--- config.mk ---
export PLATFORM = sky130hd
export DESIGN_NAME = sonar_frame_deframer_top
export DESIGN_NICKNAME = d
export VERILOG_FILES = /design/src/hw/rtl/sfd_pkg.sv /design/src/hw/rtl/sonar_frame_deframer_top.sv
export SDC_FILE = /design/constraint.sdc
export NUM_CORES = 1
export LEC_CHECK = 0
export BUFFER_PORTS_ARGS = -buffer_cell sky130_fd_sc_hd__buf_2
export CAP_MARGIN = 20
export CORE_ASPECT_RATIO = 1.25
export CORE_MARGIN = 2
export CORE_UTILIZATION = 35
export CTS_BUF_LIST = sky130_fd_sc_hd__clkbuf_16
export DETAILED_ROUTE_END_ITERATION = 8
export GPL_ROUTABILITY_DRIVEN = 0
export PLACE_DENSITY = 0.55
export SYNTH_ARGS = -nofsm -noshare
export SYNTH_HDL_FRONTEND = slang
export SYNTH_SLANG_ARGS = --single-unit
--- constraint.sdc ---
create_clock -name clk -period 11.45 [get_ports clk]
set_clock_uncertainty 0.15 [all_clocks]
set_input_delay 3.435 -clock clk [delete_from_list [all_inputs] [get_ports clk]]
set_output_delay 3.435 -clock clk [all_outputs]
set_load 0.02 [all_outputs]
--- src/hw/rtl/sfd_pkg.sv ---
`default_nettype none
// ----------------------------------------------------------------------------
// sfd_pkg
// Constants and helpers for the sonar frame deframer.
// ----------------------------------------------------------------------------
package sfd_pkg;

    localparam int unsigned POS_W = 17;
    localparam int unsigned LEN_W = 16;

    localparam logic [7:0] START_BYTE = 8'h40;
    localparam logic [7:0] END_BYTE   = 8'h0A;

    // Header layout positions.
    localparam logic [POS_W-1:0] POS_HEX_FIRST = 17'd1;
    localparam logic [POS_W-1:0] POS_HEX_LAST  = 17'd4;
    localparam logic [POS_W-1:0] POS_BIN_LO    = 17'd5;
    localparam logic [POS_W-1:0] POS_BIN_HI    = 17'd6;
    localparam logic [POS_W-1:0] POS_TYPE      = 17'd10;
    localparam logic [POS_W-1:0] POS_TOTAL_LO  = 17'd13;
    localparam logic [POS_W-1:0] POS_TOTAL_HI  = 17'd14;
    localparam logic [POS_W-1:0] POS_COUNT_LO  = 17'd42;
    localparam logic [POS_W-1:0] POS_COUNT_HI  = 17'd43;

    // The frame is the length plus six bytes; the last byte sits at length plus five.
    localparam logic [POS_W-1:0] SIZE_OFFSET = 17'd6;
    localparam logic [POS_W-1:0] LAST_OFFSET = 17'd5;

    localparam logic [POS_W-1:0] MIN_FRAME     = 17'd14;
    localparam logic [POS_W-1:0] SIZE_T19      = 17'd82;
    localparam logic [POS_W-1:0] SIZE_T25      = 17'd18;
    localparam logic [POS_W-1:0] SIZE_SMALL    = 17'd14;
    localparam logic [POS_W-1:0] SIZE_T1       = 17'd25;
    localparam logic [POS_W-1:0] SIZE_T4       = 17'd22;
    localparam logic [POS_W-1:0] SIZE_T6_A     = 17'd175;
    localparam logic [POS_W-1:0] SIZE_T6_B     = 17'd264;
    localparam logic [POS_W-1:0] T2_DATA_OFS   = 17'd45;
    localparam logic [POS_W-1:0] T2_TOTAL_OFS  = 17'd14;
    localparam logic [POS_W-1:0] T8_TOTAL_OFS  = 17'd16;

    // Packet type codes.
    localparam logic [7:0] KIND_1  = 8'd1;
    localparam logic [7:0] KIND_2  = 8'd2;
    localparam logic [7:0] KIND_4  = 8'd4;
    localparam logic [7:0] KIND_6  = 8'd6;
    localparam logic [7:0] KIND_8  = 8'd8;
    localparam logic [7:0] KIND_16 = 8'd16;
    localparam logic [7:0] KIND_19 = 8'd19;
    localparam logic [7:0] KIND_23 = 8'd23;
    localparam logic [7:0] KIND_24 = 8'd24;
    localparam logic [7:0] KIND_25 = 8'd25;

    // Verdict codes.
    localparam logic [2:0] VERDICT_GOOD      = 3'd0;
    localparam logic [2:0] VERDICT_NO_END    = 3'd1;
    localparam logic [2:0] VERDICT_BAD_SIZE  = 3'd2;
    localparam logic [2:0] VERDICT_SHORT     = 3'd3;
    localparam logic [2:0] VERDICT_LEN_DIFF  = 3'd4;

    // Returns {is_digit, value} for an ASCII hex character.
    function automatic logic [4:0] hex_digit(input logic [7:0] c);
        logic [7:0] d;
        begin
            d = 8'd0;
            if (c >= 8'h30 && c <= 8'h39)
            begin
                d = c - 8'h30;
                hex_digit = {1'b1, d[3:0]};
            end
            else if (c >= 8'h41 && c <= 8'h46)
            begin
                d = c - 8'h37;
                hex_digit = {1'b1, d[3:0]};
            end
            else if (c >= 8'h61 && c <= 8'h66)
            begin
                d = c - 8'h57;
                hex_digit = {1'b1, d[3:0]};
            end
            else
            begin
                hex_digit = 5'd0;
            end
        end
    endfunction

endpackage
`default_nettype wire

--- src/hw/rtl/sonar_frame_deframer_top.sv ---
`default_nettype none
// ----------------------------------------------------------------------------
// sonar_frame_deframer_top
// Hunts for the start byte, checks the doubled length header and forwards
// every frame byte with its position and, on the last byte, a verdict.
// ----------------------------------------------------------------------------
// The result of each accepted frame byte is registered in the output register.
// Throughput: one byte per cycle unless a full, undrained output register stalls
// in_ready; the frame state and the result register are updated in the same cycle.
// Reset: asynchronous active-low reset returns to hunting and empties the
// output register; no clearing pass is needed.
module sonar_frame_deframer_top (
    input  wire logic                      clk,
    input  wire logic                      rst_n,
    input  wire logic                      in_valid,
    output logic                           in_ready,
    input  wire logic [7:0]                rx_byte,
    output logic                           out_valid,
    input  wire logic                      out_ready,
    output logic [7:0]                     frame_byte,
    output logic [sfd_pkg::POS_W-1:0]      byte_index,
    output logic                           frame_end,
    output logic [2:0]                     verdict,
    output logic [7:0]                     frame_kind
);
    import sfd_pkg::*;

    logic             in_frame_reg, in_frame_next;
    logic             hex_stop_reg, hex_stop_next;
    logic [POS_W-1:0] position_reg, position_next;
    logic [LEN_W-1:0] hex_length_reg, hex_length_next;
    logic [LEN_W-1:0] bin_length_reg, bin_length_next;
    logic [7:0]       type_byte_reg, type_byte_next;
    logic [LEN_W-1:0] inner_total_reg, inner_total_next;
    logic [LEN_W-1:0] inner_count_reg, inner_count_next;

    logic             out_valid_reg, out_valid_next;
    logic [7:0]       frame_byte_reg;
    logic [POS_W-1:0] byte_index_reg;
    logic             frame_end_reg;
    logic [2:0]       verdict_reg;
    logic [7:0]       frame_kind_reg;

    logic             accept;
    logic             emit;
    logic             end_c;
    logic [2:0]       verdict_c;
    logic [7:0]       kind_c;
    logic [POS_W-1:0] pos_c;
    logic [4:0]       digit;
    logic [LEN_W-1:0] bin_full;
    logic [POS_W-1:0] size_c;
    logic [POS_W-1:0] size16_c;
    logic [2:0]       size_verdict_c;

    // The output register is free when empty or being drained this cycle.
    assign in_ready = !out_valid_reg || out_ready;
    assign accept   = in_valid && in_ready;

    assign digit    = hex_digit(rx_byte);
    assign bin_full = {rx_byte, bin_length_reg[7:0]};
    assign size_c   = {1'b0, bin_length_reg} + SIZE_OFFSET;
    assign size16_c = {1'b0, size_c[LEN_W-1:0]};

    // Size check against the inner fields as updated by the current byte.
    always_comb
    begin
        case (type_byte_reg)
            KIND_19: size_verdict_c = (size_c == SIZE_T19) ? VERDICT_GOOD : VERDICT_BAD_SIZE;
            KIND_25: size_verdict_c = (size_c == SIZE_T25) ? VERDICT_GOOD : VERDICT_BAD_SIZE;
            KIND_16, KIND_23, KIND_24:
                size_verdict_c = (size_c == SIZE_SMALL) ? VERDICT_GOOD : VERDICT_BAD_SIZE;
            KIND_1:  size_verdict_c = (size_c == SIZE_T1) ? VERDICT_GOOD : VERDICT_BAD_SIZE;
            KIND_4:  size_verdict_c = (size_c == SIZE_T4) ? VERDICT_GOOD : VERDICT_BAD_SIZE;
            KIND_6:
                size_verdict_c = (size_c == SIZE_T6_A || size_c == SIZE_T6_B) ?
                                 VERDICT_GOOD : VERDICT_BAD_SIZE;
            KIND_2:
                size_verdict_c = (size_c > T2_DATA_OFS &&
                                  size16_c == {1'b0, inner_count_next} + T2_DATA_OFS &&
                                  size16_c == {1'b0, inner_total_next} + T2_TOTAL_OFS) ?
                                 VERDICT_GOOD : VERDICT_BAD_SIZE;
            KIND_8:
                size_verdict_c = (size_c > T8_TOTAL_OFS &&
                                  size16_c == {1'b0, inner_total_next} + T8_TOTAL_OFS) ?
                                 VERDICT_GOOD : VERDICT_BAD_SIZE;
            default: size_verdict_c = VERDICT_GOOD;
        endcase
    end

    always_comb
    begin
        in_frame_next    = in_frame_reg;
        hex_stop_next    = hex_stop_reg;
        position_next    = position_reg;
        hex_length_next  = hex_length_reg;
        bin_length_next  = bin_length_reg;
        type_byte_next   = type_byte_reg;
        inner_total_next = inner_total_reg;
        inner_count_next = inner_count_reg;
        emit             = 1'b0;
        end_c            = 1'b0;
        verdict_c        = VERDICT_GOOD;
        kind_c           = 8'd0;
        pos_c            = position_reg + 17'd1;

        if (!in_frame_reg)
        begin
            pos_c = '0;
            if (rx_byte == START_BYTE)
            begin
                emit             = 1'b1;
                in_frame_next    = 1'b1;
                hex_stop_next    = 1'b0;
                hex_length_next  = '0;
                bin_length_next  = '0;
                type_byte_next   = '0;
                inner_total_next = '0;
                inner_count_next = '0;
            end
        end
        else
        begin
            emit = 1'b1;
        end

        if (in_frame_reg)
        begin
            if (pos_c >= POS_HEX_FIRST && pos_c <= POS_HEX_LAST)
            begin
                if (!hex_stop_reg && digit[4])
                begin
                    hex_length_next = {hex_length_reg[LEN_W-5:0], digit[3:0]};
                end
                else
                begin
                    hex_stop_next = 1'b1;
                end
            end
            else if (pos_c == POS_BIN_LO)
            begin
                bin_length_next = {8'd0, rx_byte};
            end
            else if (pos_c == POS_BIN_HI)
            begin
                bin_length_next = bin_full;
                // A type byte is never known yet here, so the kind stays zero.
                if (bin_full != hex_length_reg)
                begin
                    end_c     = 1'b1;
                    verdict_c = VERDICT_LEN_DIFF;
                end
                else if ({1'b0, bin_full} + SIZE_OFFSET < MIN_FRAME)
                begin
                    end_c     = 1'b1;
                    verdict_c = VERDICT_SHORT;
                end
            end
            else if (pos_c > POS_BIN_HI)
            begin
                if (pos_c == POS_TYPE)
                begin
                    type_byte_next = rx_byte;
                end
                else if (pos_c == POS_TOTAL_LO)
                begin
                    inner_total_next = {8'd0, rx_byte};
                end
                else if (pos_c == POS_TOTAL_HI)
                begin
                    inner_total_next = {rx_byte, inner_total_reg[7:0]};
                end
                else if (pos_c == POS_COUNT_LO)
                begin
                    inner_count_next = {8'd0, rx_byte};
                end
                else if (pos_c == POS_COUNT_HI)
                begin
                    inner_count_next = {rx_byte, inner_count_reg[7:0]};
                end

                // The frame is at least fourteen bytes, so the type byte is
                // already registered when the last byte arrives.
                if (pos_c == {1'b0, bin_length_reg} + LAST_OFFSET)
                begin
                    end_c     = 1'b1;
                    kind_c    = type_byte_reg;
                    verdict_c = (rx_byte != END_BYTE) ? VERDICT_NO_END : size_verdict_c;
                end
            end
        end

        if (emit)
        begin
            position_next = pos_c;
        end
        if (end_c)
        begin
            in_frame_next = 1'b0;
        end
    end

    always_comb
    begin
        out_valid_next = out_valid_reg;
        if (accept)
        begin
            out_valid_next = emit;
        end
        else if (out_ready)
        begin
            out_valid_next = 1'b0;
        end
    end

    always_ff @(posedge clk or negedge rst_n)
    begin
        if (!rst_n)
        begin
            in_frame_reg    <= 1'b0;
            hex_stop_reg    <= 1'b0;
            position_reg    <= '0;
            hex_length_reg  <= '0;
            bin_length_reg  <= '0;
            type_byte_reg   <= '0;
            inner_total_reg <= '0;
            inner_count_reg <= '0;
            out_valid_reg   <= 1'b0;
        end
        else
        begin
            out_valid_reg <= out_valid_next;
            if (accept)
            begin
                in_frame_reg    <= in_frame_next;
                hex_stop_reg    <= hex_stop_next;
                position_reg    <= position_next;
                hex_length_reg  <= hex_length_next;
                bin_length_reg  <= bin_length_next;
                type_byte_reg   <= type_byte_next;
                inner_total_reg <= inner_total_next;
                inner_count_reg <= inner_count_next;
            end
        end
    end

    always_ff @(posedge clk)
    begin
        if (accept && emit)
        begin
            frame_byte_reg <= rx_byte;
            byte_index_reg <= pos_c;
            frame_end_reg  <= end_c;
            verdict_reg    <= verdict_c;
            frame_kind_reg <= kind_c;
        end
    end

    assign out_valid  = out_valid_reg;
    assign frame_byte = frame_byte_reg;
    assign byte_index = byte_index_reg;
    assign frame_end  = frame_end_reg;
    assign verdict    = verdict_reg;
    assign frame_kind = frame_kind_reg;

endmodule
`default_nettype wire
; ---- Word-level counts from Yosys, hierarchy flattened
; Cells that the tools add are included.
[totals]
out_inout_bits = 39
input_bits = 12
reg_bits = 129
word_cells = 170
[op_classes]
eq_ne = 32
bitwise = 3
reduce_logical = 20
muxes = 78
magnitude_cmp = 12
add_sub_neg = 10
[ops]
columns = operator, count
row1 = 2-to-1 mux 16 bit, 33
row2 = == test 17 x 4 -> 1 bit (second input constant), 4
row3 = 2-to-1 mux 8 bit, 8
row4 = adder 16 x 3 -> 17 bit (second input constant), 3
row5 = == test 16 x 17 -> 1 bit, 3
row6 = == test 17 x 5 -> 1 bit (second input constant), 3
row7 = == test 8 x 5 -> 1 bit (second input constant), 5
row8 = == test 17 x 3 -> 1 bit (second input constant), 2
row9 = == test 17 x 6 -> 1 bit (second input constant), 2
row10 = 2-to-1 mux 1 bit, 18
row11 = 2-to-1 mux 2 bit, 9
row12 = adder 16 x 4 -> 17 bit (second input constant), 1
row13 = adder 16 x 5 -> 17 bit (second input constant), 1
row14 = adder 16 x 6 -> 17 bit (second input constant), 1
row15 = adder 17 x 1 -> 17 bit (second input constant), 1
row16 = == test 17 bit, 1
row17 = == test 17 x 7 -> 1 bit (second input constant), 1
row18 = == test 17 x 8 -> 1 bit (second input constant), 1
row19 = == test 17 x 9 -> 1 bit (second input constant), 1
row20 = >= comparator 17 x 1 -> 1 bit (second input constant), 1
row21 = greater-than comparator 17 x 3 -> 1 bit (second input constant), 1
row22 = greater-than comparator 17 x 5 -> 1 bit (second input constant), 1
row23 = greater-than comparator 17 x 6 -> 1 bit (second input constant), 1
row24 = less-or-equal comparator 17 x 3 -> 1 bit (second input constant), 1
row25 = 27 further kinds, 52

; ---- Depth between registers and ports, before layout
; Gate-level depths: netlist of the first run.
[logic_depth]
ltp_word = 23
ltp_mapped = 21
depth_no_buf = 19

; ---- Worst setup path before layout of the first run
; No wires, ideal clock.
[synth_path]
path_kind = input-to-reg
start = input rx_byte[1]
end = register verdict_reg[1], in the netlist verdict[1] (data pin)
t_arrival_ps = 7143
n_path_buf = 4
stages = 21
required_time_ps = 11041
setup_time_ps = 259
slack_ps = 3898
path_cell_list = clkbuf_1 inv_1 ha_1 nor4b_1 nand3_1 clkbuf_1 clkbuf_1 buf_1 nand2_1 o21ai_0 ha_1 o21a_1 o21ai_0 o22ai_1 and4_1 mux2i_1 a22oi_1 o2111ai_1 nor4_1 nand4_1 a211o_1
[synth_between]
elab_chain_cells = 23
word_cells_on_any_way = 45
cone_classes = add/sub (4) / order compare (1) / eq/ne (6) / mux (31) / reduce/logical (3)
[synth_lines]
columns = item, line
row1 = "start, declared", sonar_frame_deframer_top.sv:17  ; input wire logic [7:0] rx_byte,
row2 = == test 8 x 7 -> 1 bit, sonar_frame_deframer_top.sv:110  ; if (rx_byte == START_BYTE)
row3 = 2-to-1 mux 16 bit, sonar_frame_deframer_top.sv:110
row4 = 2-to-1 mux 16 bit, sonar_frame_deframer_top.sv:107  ; if (!in_frame_reg)
row5 = 2-to-1 mux 16 bit, sonar_frame_deframer_top.sv:177  ; else if (pos_c == POS_COUNT_HI)
row6 = 2-to-1 mux 16 bit, sonar_frame_deframer_top.sv:173  ; else if (pos_c == POS_COUNT_LO)
row7 = 2-to-1 mux 16 bit, sonar_frame_deframer_top.sv:169  ; else if (pos_c == POS_TOTAL_HI)
row8 = 2-to-1 mux 16 bit, sonar_frame_deframer_top.sv:165  ; else if (pos_c == POS_TOTAL_LO)
row9 = 2-to-1 mux 16 bit, sonar_frame_deframer_top.sv:161  ; if (pos_c == POS_TYPE)
row10 = [... 5 more ...], n/a
row11 = named net inner_count_next[1], sonar_frame_deframer_top.sv:35  ; logic [LEN_W-1:0] inner_count_reg, inner_count_next;
row12 = [... 2 more ...], n/a
row13 = logical AND 1 bit (*), sonar_frame_deframer_top.sv:79  ; size_verdict_c = (size_c > T2_DATA_OFS &&
row14 = logical AND 1 bit (*), sonar_frame_deframer_top.sv:80  ; size16_c == {1'b0, inner_count_next} + T2_DATA_OFS &&
row15 = 2-to-1 mux 2 bit (*), sonar_frame_deframer_top.sv:81  ; size16_c == {1'b0, inner_total_next} + T2_TOTAL_OFS) ?
row16 = case mux 2 bit (8 select lines) (*), sonar_frame_deframer_top.sv:68  ; case (type_byte_reg)
row17 = 2-to-1 mux 3 bit (*), sonar_frame_deframer_top.sv:188  ; verdict_c = (rx_byte != END_BYTE) ? VERDICT_NO_END : size_verdict_c;
row18 = 2-to-1 mux 3 bit (*), sonar_frame_deframer_top.sv:184  ; if (pos_c == {1'b0, bin_length_reg} + LAST_OFFSET)
row19 = 2-to-1 mux 3 bit (*), sonar_frame_deframer_top.sv:159  ; else if (pos_c > POS_BIN_HI)
row20 = 2-to-1 mux 3 bit (*), sonar_frame_deframer_top.sv:144  ; else if (pos_c == POS_BIN_HI)
row21 = "end signal, assigned", sonar_frame_deframer_top.sv:254  ; verdict_reg <= verdict_c;
row22 = "end, declared", sonar_frame_deframer_top.sv:41  ; logic [2:0] verdict_reg;
; Mark *: on every way through the listed nets, which the timed path passes. The rest lies on a longest branch.
; A chain may end at the register's enable or synchronous reset.

; ---- Final worst setup path of the first run
; Same ends and word-level chain as after synthesis.

==> results of run 1 <==
-- per-layer routing --
| metal | share of wire [%] | vias to the layer above |
|---|---|---|
| li1 | - | 4165 |
| met1 | 43 | 4293 |
| met2 | 47 | 383 |
| met3 | 6.1 | 80 |
| met4 | 3.8 | 0 |
| met5 | 0 | - |
-- cell type report --
cell class | instances | share of cell area [%]
clock buffers | 18 | 4.15
clock inverters | 14 | 1.18
inverters | 36 | 1.24
multi-input cells | 910 | 54.8
flip-flops and latches | 129 | 31.4
well taps | 350 | 4.03
repair buffers | 60 | 3.13
-- worst max-delay path: stages --
cell	delay, ns
sky130_fd_sc_hd__buf_2	0.28
sky130_fd_sc_hd__inv_1	0.29
sky130_fd_sc_hd__ha_1	0.19
sky130_fd_sc_hd__nor4b_1	0.45
sky130_fd_sc_hd__nand3_2	0.55
sky130_fd_sc_hd__buf_4	0.45
sky130_fd_sc_hd__nand2_1	0.09
sky130_fd_sc_hd__o21ai_0	0.10
sky130_fd_sc_hd__ha_1	0.25
sky130_fd_sc_hd__or3_1	0.31
sky130_fd_sc_hd__a21oi_1	0.20
sky130_fd_sc_hd__o22ai_1	0.15
sky130_fd_sc_hd__and4_1	0.23
sky130_fd_sc_hd__xnor2_1	0.12
sky130_fd_sc_hd__o21ai_0	0.18
sky130_fd_sc_hd__nand3_1	0.09
sky130_fd_sc_hd__nor4_1	0.23
sky130_fd_sc_hd__nand4_1	0.15
sky130_fd_sc_hd__a211o_1	0.27
-- per-stage QoR --
| step | utilization, % | hold slack, ns | power, mW | instance area [um^2] | cells |
|---|---|---|---|---|---|
| 6_report | 39.4 | 0.333 | 1.44 | 10900 | 1517 |
| 5_1_grt | 39.4 | 0.385 | 1.51 | 10900 | 1517 |
| 4_1_cts | 39.3 | 0.339 | 1.44 | 10800 | 1516 |
| 3_5_place_dp | 37.2 | 0.322 | 0.894 | 10300 | 1484 |
| 3_3_place_gp | 37.2 | 0.312 | 0.894 | 10300 | 1484 |
| 2_1_floorplan | - | 0.296 | 0.800 | 9790 | 1152 |
-- cells in the mapped netlist, drive strengths merged, types with 10 or more instances --
library cell | number | area (um^2)
inv | 35 | 131
a31oi | 11 | 68.8
a21oi | 42 | 218
and2 | 28 | 175
nor2 | 62 | 233
nand2 | 164 | 616
nand4 | 30 | 200
xor2 | 43 | 377
buf | 14 | 66.3
nor2b | 16 | 100
ha | 17 | 213
nor3 | 30 | 160
nand3 | 51 | 260
o21ai | 72 | 360
xnor2 | 80 | 708
clkbuf | 63 | 236
dfrtp | 92 | 2300
a22oi | 10 | 75.1
a22o | 41 | 359
mux2i | 31 | 323
nand2b | 18 | 113
edfxtp | 37 | 1110
nor4 | 22 | 178
-- worst max-delay path by stage --
| stage | start | endpoint | slack [ns] | cells past startpoint |
|---|---|---|---|---|
| 2_1_floorplan | rx_byte[1] | verdict[1] | 3.90 | 21 |
| 3_3_place_gp | rx_byte[1] | verdict[1] | 3.15 | 19 |
| 3_5_place_dp | rx_byte[1] | verdict[1] | 3.06 | 18 |
| 4_1_cts | rx_byte[1] | verdict[1] | 3.50 | 18 |
| 5_1_grt | rx_byte[1] | verdict[1] | 2.93 | 19 |
| 6_report | rx_byte[1] | verdict[1] | 3.44 | 19 |
-- report_power, final --
part	switching, mW	internal, mW
logic	0.196	0.121
clock network	0.232	0.315
registers	0.0713	0.506
total	0.499	0.942
-- logic make-up after synthesis --
kind of cell               share of synthesized area [%]
AOI/OAI and AO/OA                                   17.9
xor gates and xnor gates                            11.1
adders and majority gates                           2.17
buffers and inverters                               4.47
DFF                                                 34.9
muxes                                               4.26
and+or+nand+nor                                     25.3
==> results.txt, run 1 <==
----------------------------------------------------
[Logic synthesis]
  Netlist Area Pre-Place ... 9790 um^2
  Synth Area per Inst ... 8.50 um^2
  Warnings, synthesis ... 0
  Library cells used by synthesis ... 79
  Synthesis-stage register bit count ... 129
  Top flip-flop cell by instance count after synthesis ... sky130_fd_sc_hd__dfrtp_1
  Sequential element share of the synthesized area ... 34.9%
  Post-synth EDFFs ... 37
  Net count after synthesis ... 1181
  Post-synthesis instance total ... 1152
  Post-synthesis async set-or-reset flop share ... 71.3%

[Clocking]
  H-tree levels ... 4
  Library cell used as clock root buffer ... sky130_fd_sc_hd__clkbuf_16
  TritonCTS clock tree ... built
  Hold_buf cts ... 0
  Clk slew on worst S/H paths ... 0.07 ns
  Inserted Clock Buffers ... 17
  Insertion delay to the later sink of the worst-skew pair ... 0.44 ns
  Maximum clock insertion buffer count ... 2
  Cts repair resizes ... 0
  Sink count of the clock tree ... 129
  Total setup buffers inserted after CTS ... 0

[Drt]
  Routed via count ... 8921
  Routed wirelength normalized by instance count ... 21.5 um
  Residual DRC count ... 0
  Total wirelength of the detailed-routed design ... 32700 um
  Vias per cell ... 5.88
  Number of routed nets with antenna violations ... 0
  Total iterations of the first detailed-routing run ... 6
  DRC marker count from the first detailed-route iteration ... 1022

[Final layout]
  Total Nets Final ... 1183
  Layout cells sized above 1 ... 11.4%
  Most common library cell in the layout ignoring fill and taps ... sky130_fd_sc_hd__nand2_1
  Synth-to-layout area growth ... 10.9%
  Area of combinational cells with multiple inputs ... 5960 um^2
  Storage cell area ... 3410 um^2
  Most frequent cells in the layout ... sky130_fd_sc_hd__nand2_1, sky130_fd_sc_hd__dfrtp_1, sky130_fd_sc_hd__xnor2_1
  Ant. Diodes ... 0
  Fill count ... 2850

[Job]
  # Max-Cap Violations ... 0

[Floorplanning]
  Core region area ... 27600 um^2
  Initial standard-cell utilization of the core ... 35.5%
  Row Count ... 68
  Die boundary width ... 154 um
  Die outline area ... 29300 um^2
  Number of placed I/O pins ... 51
  Vert. Die Dim ... 191 um

[Setup path]
  Reg-to-Reg Start ... position_reg[0]
  Type of element launching the critical path ... input port
  Critical path fanouts, max ... 28
  Worst Setup End Kind ... flip-flop
  Data arrival time at the worst-slack endpoint ... 8.05 ns
  CP required ... 11.50 ns
  Destination of the worst register-to-register timing path ... verdict[1]
  Critical Setup Path Class ... in2reg
  Worst R2R Path Depth ... 14
  Register-to-register path setup slack ... 5.05 ns

[Global route]
  Remaining Overflow, GRT ... 0
  Vias in the first global route ... 8513
  Met3 demand-to-capacity share in global routing ... 3.24%
  Pin count of the biggest net entering global routing ... 59
  Number of antenna violations at the first check in global routing ... 0
  First-pass GRT wire length ... 50300 um
  Met1 Use GR ... 28.9%
  Total routing usage reported by global routing ... 22.3%
  Layer with the highest usage after global routing ... met2
  Grt met2 use ... 36.8%

[Timing]
  Fmax ... 0.125 GHz
  Tightest slew margin relative to the limit ... 28.9%
  Slew at the pin with the worst max-slew slack ... 1.06 ns
  Final critical-path share of the clock period ... 69.9%
  Setup repair after global routing missed its margin ... no
  Final Max Slew Viols ... 0
  Total of endpoints with negative setup slack in the final report ... 0
  Min setup slack post-route ... 3.44 ns
  Final critical delay including setup and external delays ... 8.01 ns
  Final hold violation count ... 0
  Post-route setup TNS ... 0 ns

[Power and ir drop]
  Pwr dens ... 133 nW/um^2
  Leakage power of the design ... 4.39 nW
  VDD IR-drop max ... 0.0708 mV

[Worst hold path]
  Worst hold path startpoint ... inner_count_reg[14]
  Hold depth ... 2
  Worst Hold End ... inner_count_reg[14]
  Min-delay worst type ... reg2reg

[Placement]
  DPL Wire Length ... 23500 um
  Place WS ... 3.06 ns
  IO Port Bufs ... 50

[Status]
  Run status ... finished clean

----------------------------------------------------
No activity file was read; power rests on OpenSTA's default activity.
==> inputs of run 2 (changes only) <==
--- a/config.mk
+++ b/config.mk
@@ -5,6 +5,7 @@
 export SDC_FILE = /design/constraint.sdc
 export NUM_CORES = 1
 export LEC_CHECK = 0
+export ABC_AREA = 1
 export BUFFER_PORTS_ARGS = -buffer_cell sky130_fd_sc_hd__buf_2
 export CAP_MARGIN = 20
 export CORE_ASPECT_RATIO = 1.25
@@ -13,7 +14,7 @@
 export CTS_BUF_LIST = sky130_fd_sc_hd__clkbuf_16
 export DETAILED_ROUTE_END_ITERATION = 8
 export GPL_ROUTABILITY_DRIVEN = 0
-export PLACE_DENSITY = 0.55
+export PLACE_DENSITY = 0.56
 export SYNTH_ARGS = -nofsm -noshare
 export SYNTH_HDL_FRONTEND = slang
 export SYNTH_SLANG_ARGS = --single-unit
==> constraint.sdc (replaced) <==
create_clock -name clk -period 7.3 [get_ports clk]
set_clock_uncertainty 0.15 [all_clocks]
set_input_delay 2.19 -clock clk [delete_from_list [all_inputs] [get_ports clk]]
set_output_delay 2.19 -clock clk [all_outputs]
set_load 0.02 [all_outputs]
==> results.txt, run 2 <==
----------------------------------------------------
[Status]
  Run status ... finished clean (unchanged)

[Floorplanning]
  Core region area ... 28400 um^2 (was 27600 um^2)
  Die boundary width ... 156 um (was 154 um)
  Number of placed I/O pins ... 51 (unchanged)
  Initial standard-cell utilization of the core ... 35.6% (was 35.5%)
  Die outline area ... 30300 um^2 (was 29300 um^2)
  Row Count ... 69 (was 68)
  Vert. Die Dim ... 194 um (was 191 um)

[Drt]
  Routed via count ... 9986 (was 8921)
  Vias per cell ... 5.33 (was 5.88)
  Total iterations of the first detailed-routing run ... 7 (was 6)
  DRC marker count from the first detailed-route iteration ... 832 (was 1022)
  Total wirelength of the detailed-routed design ... 33900 um (was 32700 um)
  Routed wirelength normalized by instance count ... 18.1 um (was 21.5 um)
  Residual DRC count ... 0 (unchanged)
  Number of routed nets with antenna violations ... 0 (unchanged)

[Global route]
  Total routing usage reported by global routing ... 23.0% (was 22.3%)
  Number of antenna violations at the first check in global routing ... 0 (unchanged)
  Vias in the first global route ... 9667 (was 8513)
  First-pass GRT wire length ... 53700 um (was 50300 um)
  Pin count of the biggest net entering global routing ... 55 (was 59)
  Remaining Overflow, GRT ... 0 (unchanged)

[Worst hold path]
  Min-delay worst type ... reg2reg (unchanged)

[Logic synthesis]
  Warnings, synthesis ... 0 (unchanged)
  Net count after synthesis ... 1494 (was 1181)
  Sequential element share of the synthesized area ... 33.8% (was 34.9%)
  Post-synthesis async set-or-reset flop share ... 71.3% (unchanged)
  Post-synth EDFFs ... 37 (unchanged)
  Synthesis-stage register bit count ... 129 (unchanged)
  Netlist Area Pre-Place ... 10100 um^2 (was 9790 um^2)
  Synth Area per Inst ... 6.90 um^2 (was 8.50 um^2)
  Most common cell in the synthesized netlist ... sky130_fd_sc_hd__nand2_1 (unchanged)
  Library cell with the largest summed area after synthesis ... sky130_fd_sc_hd__dfrtp_1 (unchanged)
  Top flip-flop cell by instance count after synthesis ... sky130_fd_sc_hd__dfrtp_1 (unchanged)
  Largest cells by area after synthesis ... sky130_fd_sc_hd__dfrtp_1, sky130_fd_sc_hd__nand2_1, sky130_fd_sc_hd__edfxtp_1, sky130_fd_sc_hd__inv_1, sky130_fd_sc_hd__nand3_1 (was sky130_fd_sc_hd__dfrtp_1, sky130_fd_sc_hd__edfxtp_1, sky130_fd_sc_hd__xnor2_1, sky130_fd_sc_hd__nand2_1, sky130_fd_sc_hd__xor2_1)
  Post-synthesis instance total ... 1465 (was 1152)
  Area fraction of the dominant cell type after synthesis ... 22.8% (was 23.5%)
  Most instantiated cells after synthesis ... sky130_fd_sc_hd__nand2_1, sky130_fd_sc_hd__inv_1, sky130_fd_sc_hd__nor2_1, sky130_fd_sc_hd__nand3_1, sky130_fd_sc_hd__o21ai_0 (was sky130_fd_sc_hd__nand2_1, sky130_fd_sc_hd__dfrtp_1, sky130_fd_sc_hd__xnor2_1, sky130_fd_sc_hd__o21ai_0, sky130_fd_sc_hd__clkbuf_1)
  Library cells used by synthesis ... 52 (was 79)

[Setup path]
  Cell count along the critical path ... 27 (was 19)
  Critical path fanouts, max ... 27 (was 28)
  Worst Setup End Kind ... flip-flop (unchanged)
  Buffers and inverters on the worst path ... 6 (was 3)
  Maximum single-stage delay on the critical path ... 0.41 ns (was 0.55 ns)
  Critical Path Most Common Cell ... sky130_fd_sc_hd__nand2_1
  Worst R2R Path Depth ... 27 (was 14)
  Destination of the worst register-to-register timing path ... verdict[1] (unchanged)
  Type of element launching the critical path ... input port (unchanged)
  Register-to-register path setup slack ... 2.51 ns (was 5.05 ns)
  Reg-to-Reg Start ... position_reg[1] (was position_reg[0])
  CP required ... 7.34 ns (was 11.50 ns)
  Largest delay share family, worst path ... simple AND/OR/NAND/NOR gates (unchanged)
  Data arrival time at the worst-slack endpoint ... 6.08 ns (was 8.05 ns)
  End point of the critical path ... verdict[1] (unchanged)
  Critical Setup Path Class ... in2reg (unchanged)
  Cell type of the slowest stage on the worst timing path ... sky130_fd_sc_hd__buf_4 (was sky130_fd_sc_hd__nand3_2)
  Crit path launch ... rx_byte[0] (was rx_byte[1])

[Placement]
  DPL Wire Length ... 26000 um (was 23500 um)
  IO Port Bufs ... 50 (unchanged)

[Timing]
  Post-route setup TNS ... 0 ns (unchanged)
  Setup repair after global routing missed its margin ... no (unchanged)
  Final critical-path share of the clock period ... 82.7%
  Slew at the pin with the worst max-slew slack ... 0.899 ns (was 1.06 ns)
  Final critical delay including setup and external delays ... 6.03 ns
  Total of endpoints with negative setup slack in the final report ... 0 (unchanged)
  Fmax ... 0.166 GHz
  Final Max Slew Viols ... 0 (unchanged)
  Final hold violation count ... 0 (unchanged)
  Tightest slew margin relative to the limit ... 40.0% (was 28.9%)

[Power and ir drop]
  Total power ... 3.77 mW (was 1.44 mW)
  Leakage power of the design ... 5.28 nW (was 4.39 nW)
  VDD IR-drop max ... 0.150 mV (was 0.0708 mV)
  Pwr dens ... 333 nW/um^2 (was 133 nW/um^2)

[Job]
  # Max-Cap Violations ... 0 (unchanged)

[Clocking]
  Cts repair resizes ... 0 (unchanged)
  Inserted Clock Buffers ... 17 (unchanged)
  Maximum clock insertion buffer count ... 2 (unchanged)
  Hold_buf cts ... 0 (unchanged)
  Insertion delay to the later sink of the worst-skew pair ... 0.44 ns (about the same)
  Total setup buffers inserted after CTS ... 0 (unchanged)
  Library cell used as clock root buffer ... sky130_fd_sc_hd__clkbuf_16 (unchanged)
  H-tree levels ... 4 (unchanged)
  TritonCTS clock tree ... built (unchanged)
  Clk slew on worst S/H paths ... 0.06 ns (was 0.07 ns)
  Sink count of the clock tree ... 129 (unchanged)

[Final layout]
  Layout cells sized above 1 ... 11.6% (was 11.4%)
  Most common library cell in the layout ignoring fill and taps ... sky130_fd_sc_hd__nand2_1 (unchanged)
  Ant. Diodes ... 0 (unchanged)
  Synth-to-layout area growth ... 12.0% (was 10.9%)
  Total Nets Final ... 1536 (was 1183)
  Most frequent cells in the layout ... sky130_fd_sc_hd__nand2_1, sky130_fd_sc_hd__inv_1, sky130_fd_sc_hd__nor2_1 (was sky130_fd_sc_hd__nand2_1, sky130_fd_sc_hd__dfrtp_1, sky130_fd_sc_hd__xnor2_1)

----------------------------------------------------
run 2: cell count changes after synthesis, sizes merged, moves of 22 or more:
cell / previous run / this run
clkbuf: 63 / 26
xnor2: 80 / 11
a22o: 41 / 0
xor2: 43 / 70
inv: 35 / 193
nand2: 164 / 394
nor2: 62 / 184
a21oi: 42 / 20
mux2i: 31 / 0
o21ai: 72 / 117
and2: 28 / 0
nand3: 51 / 136
run 2: worst min-delay path by stage:
stage,to,cells past startpoint,start
finish,inner_total_reg[3],2,inner_total_reg[3]
global placement,inner_total_reg[3],2,inner_total_reg[3]
CTS,inner_count_reg[0],2,inner_count_reg[0]
floorplan,inner_total_reg[3],2,inner_total_reg[3]
global route,inner_total_reg[3],2,inner_total_reg[3]
detailed placement,inner_count_reg[2],2,inner_count_reg[2]
run 2: layout make-up:
cell class	instances	area (um^2)
Timing Repair Buffer	61	348
Clock inverter	15	153
Fill cell	3008	17100
Sequential cell	129	3410
Inverter	198	743
Multi-Input combinational cell	1100	5800
Clock buffer	17	425
Tap cell	355	444
run 2: power breakdown:
part / leakage (nW) / total (mW) / switching (mW) / internal [mW]
logic: 3.41 / 1.73 / 1.19 / 0.550
registers: 1.57 / 1.17 / 0.224 / 0.947
clock network: 0.297 / 0.868 / 0.340 / 0.528
run 2: cells by family (layout without fill, tap and decap cells):
group | Yosys count | in the layout | synth area share (%)
compound gates | 195 | 195 | 11.4
xor+xnor | 81 | 81 | 7.02
fa+ha+maj | 17 | 17 | 2.10
buf+inv | 236 | 291 | 9.00
flops | 129 | 129 | 33.8
simple gates | 807 | 807 | 36.7
run 2: tightest hold or removal path: stages (launching register included):
cell                      delay (ns)
sky130_fd_sc_hd__dfrtp_1        0.34
sky130_fd_sc_hd__nand2_1        0.05
sky130_fd_sc_hd__nand2_1        0.06
run 2: metrics by stage:
step           hold WS (ns)  util [%]  std cells  area (um^2)  setup slack [ns]
6_report              0.331      39.9       1875        11300              1.27
5_1_grt               0.351      39.9       1875        11300             0.806
4_1_cts               0.338      39.9       1875        11300              1.34
3_5_place_dp          0.323      37.8       1843        10700             0.898
3_3_place_gp          0.316      37.8       1843        10700              1.00
2_1_floorplan         0.299         -       1465        10100              1.79
run 2: per-layer routing:
layer | track usage, % | wire length [um] | vias to the layer above
li1 | - | - | 4895
met3 | 2.84 | 1520 | 88
met1 | 28.4 | 14300 | 4693
met2 | 39.0 | 16400 | 310
met5 | 0 | 0 | -
met4 | 12.5 | 1740 | 0
==> inputs of run 3 (changes only) <==
--- a/config.mk
+++ b/config.mk
@@ -5,7 +5,7 @@
 export SDC_FILE = /design/constraint.sdc
 export NUM_CORES = 1
 export LEC_CHECK = 0
-export ABC_AREA = 1
+export ABC_AREA = 0
 export BUFFER_PORTS_ARGS = -buffer_cell sky130_fd_sc_hd__buf_2
 export CAP_MARGIN = 20
 export CORE_ASPECT_RATIO = 1.25
@@ -14,7 +14,7 @@
 export CTS_BUF_LIST = sky130_fd_sc_hd__clkbuf_16
 export DETAILED_ROUTE_END_ITERATION = 8
 export GPL_ROUTABILITY_DRIVEN = 0
-export PLACE_DENSITY = 0.56
+export PLACE_DENSITY = 0.55
 export SYNTH_ARGS = -nofsm -noshare
 export SYNTH_HDL_FRONTEND = slang
 export SYNTH_SLANG_ARGS = --single-unit
==> constraint.sdc (replaced) <==
create_clock -name clk -period 5.9 [get_ports clk]
set_clock_uncertainty 0.15 [all_clocks]
set_input_delay 1.77 -clock clk [delete_from_list [all_inputs] [get_ports clk]]
set_output_delay 1.77 -clock clk [all_outputs]
set_load 0.02 [all_outputs]
==> results.txt, run 3 (synthesis gave the netlist of run 1 again) <==
----------------------------------------------------
[Final layout]
  Share of the core filled with cells in the final layout ... 40.2% (was 39.9%)
  Fill count ... 2857 (was 3008)
  Most common library cell in the layout ignoring fill and taps ... sky130_fd_sc_hd__nand2_1 (unchanged)
  Total Nets Final ... 1220 (was 1536)
  Synth-to-layout area growth ... 13.3% (was 12.0%)
  Layout cells sized above 1 ... 13.7% (was 11.6%)
  Most frequent cells in the layout ... sky130_fd_sc_hd__nand2_1, sky130_fd_sc_hd__dfrtp_1, sky130_fd_sc_hd__xnor2_1 (was sky130_fd_sc_hd__nand2_1, sky130_fd_sc_hd__inv_1, sky130_fd_sc_hd__nor2_1)
  Ant. Diodes ... 0 (unchanged)

[Setup path]
  Cell type of the slowest stage on the worst timing path ... sky130_fd_sc_hd__or4_4 (was sky130_fd_sc_hd__buf_4)
  Critical Setup Path Class ... reg2reg (was in2reg)
  Maximum single-stage delay on the critical path ... 0.61 ns (was 0.41 ns)
  Destination of the worst register-to-register timing path ... verdict[1] (unchanged)
  Largest delay share family, worst path ... simple AND/OR/NAND/NOR gates (unchanged)
  CP required ... 5.95 ns (was 7.34 ns)
  Worst Setup End Kind ... flip-flop (unchanged)
  Cell breakdown of the critical path ... ha_2 -> nand4_2 -> o31ai_1 -> a21oi_2 -> or4_4 -> nor4_4 -> mux2_2 -> inv_1 -> ha_1 -> or3_1 -> a21oi_1 -> o22ai_1 -> and2_1 -> nor3_1 -> o21ai_1 -> a2111oi_1 -> nand4_1 -> a211o_1
  Reg-to-Reg Start ... position_reg[1] (unchanged)
  Register-to-register path setup slack ... 0.33 ns (was 2.51 ns)
  Type of element launching the critical path ... flip-flop (was input port)
  Buffers and inverters on the worst path ... 1 (was 6)
  Critical path fanouts, max ... 7 (was 27)
  Worst R2R Path Depth ... 18 (was 27)
  Data arrival time at the worst-slack endpoint ... 5.61 ns (was 6.08 ns)

[Clocking]
  Clk slew on worst S/H paths ... 0.06 ns (about the same)
  H-tree levels ... 4 (unchanged)
  Inserted Clock Buffers ... 17 (unchanged)
  Maximum clock insertion buffer count ... 2 (unchanged)
  Sink count of the clock tree ... 129 (unchanged)
  Insertion delay to the later sink of the worst-skew pair ... 0.44 ns (about the same)
  Library cell used as clock root buffer ... sky130_fd_sc_hd__clkbuf_16 (unchanged)
  TritonCTS clock tree ... built (unchanged)

[Timing]
  Slew at the pin with the worst max-slew slack ... 1.02 ns (was 0.899 ns)
  Tightest slew margin relative to the limit ... 31.7% (was 40.0%)
  Setup repair after global routing missed its margin ... no (unchanged)
  Final hold violation count ... 0 (unchanged)
  Fmax ... 0.180 GHz
  Min setup slack post-route ... 0.333 ns (was 1.27 ns)
  Total of endpoints with negative setup slack in the final report ... 0 (unchanged)
  Final critical-path share of the clock period ... 94.4%
  Final critical delay including setup and external delays ... 5.57 ns
  Post-route setup TNS ... 0 ns (unchanged)
  Final Max Slew Viols ... 0 (unchanged)

[Floorplanning]
  Die boundary width ... 154 um (was 156 um)
  Core region area ... 27600 um^2 (was 28400 um^2)
  Initial standard-cell utilization of the core ... 35.5% (was 35.6%)
  Row Count ... 68 (was 69)
  Number of placed I/O pins ... 51 (unchanged)
  Die outline area ... 29300 um^2 (was 30300 um^2)
  Vert. Die Dim ... 191 um (was 194 um)

[Global route]
  First-pass GRT wire length ... 53000 um (was 53700 um)
  Number of antenna violations at the first check in global routing ... 0 (unchanged)
  Total routing usage reported by global routing ... 23.7% (was 23.0%)
  Remaining Overflow, GRT ... 0 (unchanged)
  Vias in the first global route ... 8732 (was 9667)
  Pin count of the biggest net entering global routing ... 50 (was 55)

[Drt]
  Routed via count ... 9073 (was 9986)
  Number of routed nets with antenna violations ... 0 (unchanged)
  Total iterations of the first detailed-routing run ... 8 (was 7)
  Vias per cell ... 5.84 (was 5.33)
  Routed wirelength normalized by instance count ... 22.2 um (was 18.1 um)
  DRC marker count from the first detailed-route iteration ... 955 (was 832)
  Residual DRC count ... 0 (unchanged)
  Total wirelength of the detailed-routed design ... 34500 um (was 33900 um)

[Worst hold path]
  Hold depth ... 2 (unchanged)
  Worst Hold End ... inner_total_reg[15] (was inner_total_reg[3])
  Min-delay worst type ... reg2reg (unchanged)
  Worst hold path startpoint ... inner_total_reg[15] (was inner_total_reg[3])

[Power and ir drop]
  Pwr dens ... 247 nW/um^2 (was 333 nW/um^2)
  VDD IR-drop max ... 0.153 mV (was 0.150 mV)
  Leakage power of the design ... 4.54 nW (was 5.28 nW)

[Job]
  # Max-Cap Violations ... 0 (unchanged)

[Placement]
  DPL Wire Length ... 24600 um (was 26000 um)
  Place WS ... 0.0582 ns (was 0.898 ns)
  IO Port Bufs ... 50 (unchanged)

[Status]
  Run status ... finished clean (unchanged)

----------------------------------------------------
[run 3: cell types whose count changed in the layout (fill, tap and decap cells not counted), sizes merged, moves of 16 or more]
cell / delta
xnor2: +69
nand3: -85
buf: +36
mux2i: +31
inv: -158
a21oi: +22
xor2: -27
nor2: -122
a22o: +41
and2: +28
nand2b: +18
nor2b: +16
o21ai: -45
nand2: -230
[run 3: where the power goes]
part | switching, mW | internal [mW] | leakage [nW] | total (mW)
logic | 0.417 | 0.254 | 2.69 | 0.672
registers | 0.108 | 0.983 | 1.59 | 1.09
clock network | 0.414 | 0.566 | 0.270 | 0.980
total | 0.940 | 1.80 | 4.54 | 2.74
[run 3: worst max-delay path by stage]
stage,startpoint,endpoint,slack (ns),cells after the start
2_1_floorplan,rx_byte[1],verdict[1],0.01,21
3_3_place_gp,rx_byte[0],verdict[1],0.26,18
3_5_place_dp,rx_byte[0],verdict[1],0.06,18
4_1_cts,position_reg[1],verdict[1],0.31,18
5_1_grt,position_reg[1],verdict[1],0.05,18
6_report,position_reg[1],verdict[1],0.33,18
[run 3: repair_timing]
action                                  in CTS  in global routing
hold buffers                                 0                  0
endpoints found under the setup margin       0                  1
buffers inserted                             0                  0
gates resized for setup                      0                  2
[run 3: worst reg2reg max path, stage by stage, from the launching register on]
cell                        delay (ns)
sky130_fd_sc_hd__dfrtp_1          0.43
sky130_fd_sc_hd__ha_2             0.30
sky130_fd_sc_hd__nand4_2          0.23
sky130_fd_sc_hd__o31ai_1          0.37
sky130_fd_sc_hd__a21oi_2          0.11
sky130_fd_sc_hd__or4_4            0.61
sky130_fd_sc_hd__nor4_4           0.45
sky130_fd_sc_hd__mux2_2           0.28
sky130_fd_sc_hd__inv_1            0.05
sky130_fd_sc_hd__ha_1             0.24
sky130_fd_sc_hd__or3_1            0.32
sky130_fd_sc_hd__a21oi_1          0.22
sky130_fd_sc_hd__o22ai_1          0.17
sky130_fd_sc_hd__and2_1           0.20
sky130_fd_sc_hd__nor3_1           0.20
sky130_fd_sc_hd__o21ai_1          0.10
sky130_fd_sc_hd__a2111oi_1        0.45
sky130_fd_sc_hd__nand4_1          0.17
sky130_fd_sc_hd__a211o_1          0.28
[run 3: final cells by class]
| cell class | count | area [um^2] | area share [%] |
|---|---|---|---|
| clock inverters | 15 | 105 | 0.947 |
| inverters | 36 | 135 | 1.22 |
| flip-flops and latches | 129 | 3410 | 30.8 |
| multi-input cells | 910 | 5960 | 53.7 |
| well taps | 350 | 438 | 3.95 |
| repair buffers | 97 | 618 | 5.57 |
| clock buffers | 17 | 425 | 3.83 |
[run 3: stage by stage]
step,cells,total power [mW],instance area (um^2),hold WS [ns]
2_1_floorplan,1152,1.55,9790,0.296
3_3_place_gp,1520,1.75,10500,0.323
3_5_place_dp,1520,1.76,10500,0.331
4_1_cts,1552,2.75,11100,0.344
5_1_grt,1554,2.87,11100,0.358
6_report,1554,2.74,11100,0.339
[run 3: layer usage]
| metal | global-route usage, % | vias up | share of wire [%] |
|---|---|---|---|
| met4 | 9.92 | 0 | 4.0 |
| met3 | 4.38 | 89 | 6.4 |
| met2 | 39.8 | 339 | 48 |
| met5 | 0 | - | 0 |
| li1 | - | 4234 | - |
| met1 | 30.0 | 4411 | 42 |
